[config.mk]
export PLATFORM = sky130hd
export DESIGN_NAME = lob_ctrl
export DESIGN_NICKNAME = d
export VERILOG_FILES = /design/src/lob_pkg.sv /design/src/lob_ctrl.sv
export SDC_FILE = /design/constraint.sdc
export NUM_CORES = 1
export LEC_CHECK = 0
export ABC_CLOCK_PERIOD_IN_PS = 900
export BUFFER_PORTS_ARGS = -buffer_cell sky130_fd_sc_hd__buf_4
export CAP_MARGIN = 20
export CORE_AREA = 2 2 39 41
export CTS_BUF_LIST = sky130_fd_sc_hd__clkbuf_2
export DETAILED_ROUTE_END_ITERATION = 12
export DIE_AREA = 0 0 41 43
export PLACE_DENSITY = 0.52
export SETUP_SLACK_MARGIN = 0.4
export SYNTH_ARGS = -nofsm -noshare
export SYNTH_HDL_FRONTEND = slang
export SYNTH_SLANG_ARGS = --single-unit
[constraint.sdc]
create_clock -name clock -period 0.9 [get_ports clock]
set_input_delay 0.09 -clock clock [delete_from_list [all_inputs] [get_ports clock]]
set_output_delay 0.09 -clock clock [all_outputs]
set_load 0.02 [all_outputs]
[src/lob_pkg.sv]
// Shared types and constants of the limit order book.
// Depends on nothing; lob_ctrl, lob_datapath, limit_order_book and the testbench import it.
`timescale 1ns / 1ps

package lob_pkg;

   localparam int DEF_MAX_ORDERS          = 1024;
   localparam int DEF_MAX_LEVELS_PER_SIDE = 64;

   typedef enum logic [1:0] {
      CMD_ADD     = 2'd0,
      CMD_DELETE  = 2'd1,
      CMD_EXECUTE = 2'd2,
      CMD_REPLACE = 2'd3
   } cmd_type;

   typedef enum logic [1:0] {
      RSP_OK        = 2'd0,
      RSP_NOT_FOUND = 2'd1,
      RSP_DUPLICATE = 2'd2,
      RSP_FULL      = 2'd3
   } status_type;

   typedef enum logic [3:0] {
      S_CLEAR,
      S_IDLE,
      S_OSCAN,
      S_LSCAN,
      S_DECIDE,
      S_APPLY1,
      S_APPLY2,
      S_SSCAN,
      S_RESP
   } fsm_type;

   // controller -> datapath
   typedef struct packed {
      logic clear;
      logic load;
      logic oscan;
      logic lscan;
      logic decide;
      logic apply1;
      logic apply2;
      logic sscan;
   } ctl_type;

   // datapath -> controller
   typedef struct packed {
      logic scan_done;
   } sts_type;

   typedef struct packed {
      logic        valid;
      logic [63:0] key;
      logic        side;
      logic [31:0] price;
      logic [31:0] shares;
   } ord_entry_type;

endpackage

[src/lob_ctrl.sv]
// Command sequencer of the limit order book.
// Depends on lob_pkg.
`timescale 1ns / 1ps

module lob_ctrl
   import lob_pkg::*;
(
   input  logic    clock,
   input  logic    reset,
   input  logic    start,
   output logic    busy,
   output logic    rsp_valid,
   input  sts_type sts,
   output ctl_type ctl
);

   fsm_type state_ff, state_in;

   always_ff @(posedge clock) begin
      if (reset) begin
         state_ff <= S_CLEAR;
      end else begin
         state_ff <= state_in;
      end
   end

   always_comb begin
      state_in = state_ff;
      case (state_ff)
         S_CLEAR:  if (sts.scan_done) state_in = S_IDLE;
         S_IDLE:   if (start) state_in = S_OSCAN;
         S_OSCAN:  if (sts.scan_done) state_in = S_LSCAN;
         S_LSCAN:  if (sts.scan_done) state_in = S_DECIDE;
         S_DECIDE: state_in = S_APPLY1;
         S_APPLY1: state_in = S_APPLY2;
         S_APPLY2: state_in = S_SSCAN;
         S_SSCAN:  if (sts.scan_done) state_in = S_RESP;
         S_RESP:   state_in = S_IDLE;
         default:  state_in = S_CLEAR;
      endcase
   end

   always_comb begin
      ctl        = '0;
      busy       = (state_ff != S_IDLE);
      rsp_valid  = (state_ff == S_RESP);
      ctl.clear  = (state_ff == S_CLEAR);
      ctl.load   = (state_ff == S_IDLE) && start;
      ctl.oscan  = (state_ff == S_OSCAN);
      ctl.lscan  = (state_ff == S_LSCAN);
      ctl.decide = (state_ff == S_DECIDE);
      ctl.apply1 = (state_ff == S_APPLY1);
      ctl.apply2 = (state_ff == S_APPLY2);
      ctl.sscan  = (state_ff == S_SSCAN);
   end

endmodule

==> impl_metrics.toml <==
[logic_synthesis]
yosysTopAreaCellShare_pct = 27.2
synth_cells = 38
synth_edf_count = 0
ys_seq_elements = 4
synth_area_sq_um = 294
synth.area.top_cells = "dfxtp_1 (27%), nor3_1 (8.5%), nor4b_1 (6.0%)"
synth_cell_types = 22
synthesis.nets = 42
synth_warnings = 0
ys.flop_type = "dfxtp_1"
synth-async-reset-ratio_pct = 0
seq_area_frac_synth_pct = 27.2
yosysTopAreaCell = "dfxtp_1"
syn_area_per_cell_sq_um = 7.74

[setup_path]
worstPathMaxFanout = 8
worstPathCellList = "buf_12 > nor4_4 > buf_4"
crit_family = "flip-flops"
required_ns = 0.81
path_buf_inv = 2
critPathArrivalTime_ns = 1.14
crit_type = "flip-flop to output pin"
cp_slowest_cell = "dfxtp_4"
cpPeakStageDelay_ns = 0.38
end_kind = "output pin"
crit_path_start_kind = "flip-flop"

[routing]
drc = 0
dr.pass1.iters = 2
ant_nets = 0
wl_per_cell_microns = 12.7
drt-initial-drc-count = 1
routed_wl_mm = 1.09
vias = 399
routed_via_density = 4.64

[global_routing]
grt_max_degree = 9
grt_usage_pct = 14.2
antenna_found_initial = 0
grt_pass1_vias = 411
grt_pass1_wl_mm = 1.75
grt-ovfl-total = 0

[power_and_ir_drop]
intPower_mw = 0.453
switchingPower_mw = 0.226
power.density_nw_per_um2 = 847
seq_power_share_pct = 29.8
p_leak_nw = 0.326
power_frac_comb_pct = 47.0
clockPowerShare_pct = 23.2
irDropWorstVdd_v = 0.000692
swShare_pct = 33.2

[cts]
path_clk_slew_ns = 0.05
ctsHoldBuffers = 0
cts.sinks = 4
cts_root_buf = "clkbuf_2"
clock_path_buffers = 2
cts_buffers = 3
cts_tree = "built"
insertion_delay_ns = 0.20
h-tree-depth = 1

[place]
port_buffers = 13
hpwl_microns = 716
dp.cells = 76
place_congestion = 0.744

[sta]
holdWs_ns = 0.0746
max_freq_ghz = 0.810
finalHoldViolCount = 0
fin_crit_ns = 1.23
setup_violations = 14
fin_skew_ns = 0.0119
worst_slack_ns = -0.334
worstMarginPinSlew_ns = 0.178
post-route-period-util_pct = 137
rsz0062_at_grt = "yes"
slew_viol_final = 0
slew_headroom_pct = 87.8

[final_layout]
antenna-diode-count = 0
nNetsFinal = 76
areaGrowthSynthToFinish_pct = 172
largest_register_ffs = 4
regMostFlops = "state_ff"
final_common_cell = "buf_4"
final_cells = 86
final_cell_mix = "buf_4 (17), buf_6 (13)"
largestRegisters = "state_ff x4"
drive_gt1_share_pct = 85.7

[die]
ioPinCount = 14
rows = 14
die-area_sq_um = 1760
die_x_microns = 41
start_util_pct = 21.2
die_h_microns = 43
coreArea_sq_um = 1380

[job]
maxCapViolCount = 0

[outcome]
violations = "setup timing"
status = "finished with violations"

[worst_hold_path]
worst_hold_path_type = "input port to flip-flop"
==> worst register-to-register path, cell delays in order (launching register included) <==
cell	delay [ns]
dfxtp_4	0.37
buf_6	0.13
buf_6	0.12
a21o_1	0.16
a211oi_2	0.20
==> per-stage QoR <==
step                      total power, mW  worst slack, ns  area [sq um]  TNS [ns]  utilization [%]
after global routing                0.726           -0.393           801     -3.90             57.9
after floorplan                     0.364          -0.0658           439    -0.262                -
after detailed placement            0.450           -0.135           638     -1.18             46.1
after CTS                           0.654           -0.347           741     -2.98             53.5
after global placement              0.446           -0.122           638     -1.06             46.1
final                               0.678           -0.334           801     -3.07             57.9
==> Yosys cell counts, types with 2 or more instances <==
cell     instances
buf_2            2
nor4b_1          2
nor2_1           4
nor3_1           5
nand2_1          4
nor4_1           2
dfxtp_1          4
==> worst paths after layout <==
check | startpoint | endpoint | slack, ns | depth (start not counted)
max | state_ff[2] | ctl[7] | -0.33 | 3
min | reset | state_ff[0] | 0.07 | 2
max reg2reg | state_ff[0] | state_ff[0] | -0.16 | 4
min reg2reg | state_ff[3] | state_ff[2] | 0.60 | 2
==> metal layers <==
| layer | vias to the layer above | track usage, % | wire, microns |
|---|---|---|---|
| met3 | 0 | 3.14 | 36 |
| li1 | 200 | - | - |
| met2 | 9 | 23.8 | 603 |
| met5 | - | 0 | 0 |
| met4 | 0 | 4.00 | 0 |
| met1 | 190 | 17.2 | 449 |
==> logic make-up after synthesis <==
kind of cell | Yosys count | share of synthesized area (%)
and+or+nand+nor | 24 | 47.2
AOI/OAI and AO/OA | 4 | 9.36
DFF | 4 | 27.2
buffers and inverters | 4 | 9.79
xor gates and xnor gates | 1 | 2.98
muxes | 1 | 3.40
==> timing repair <==
| action | 4_1_cts | 5_1_grt |
|---|---|---|
| gates resized for setup | 19 | 6 |
| setup buffers | 3 | 4 |
| pin swaps | 4 | 2 |
| endpoints found under the setup margin | 14 | 14 |
| endpoints found under the hold margin | 0 | 0 |
==> power groups by stage <==
stage          Sequential (mW)  Clock [mW]  Combinational, mW
3_3_place_gp             0.212           0              0.234
3_5_place_dp             0.212           0              0.239
5_1_grt                  0.205       0.181              0.340
6_report                 0.202       0.158              0.319
4_1_cts                  0.203       0.166              0.285
2_1_floorplan            0.198           0              0.166
==> layout make-up <==
type / count / area, sq um
Timing Repair Buffer: 33 / 334
Multi-Input combinational cell: 30 / 339
Tap cell: 16 / 20.0
Clock buffer: 3 / 15.0
Sequential cell: 4 / 92.6
Fill cell: 134 / 583
(Power assumes the default switching activity.)
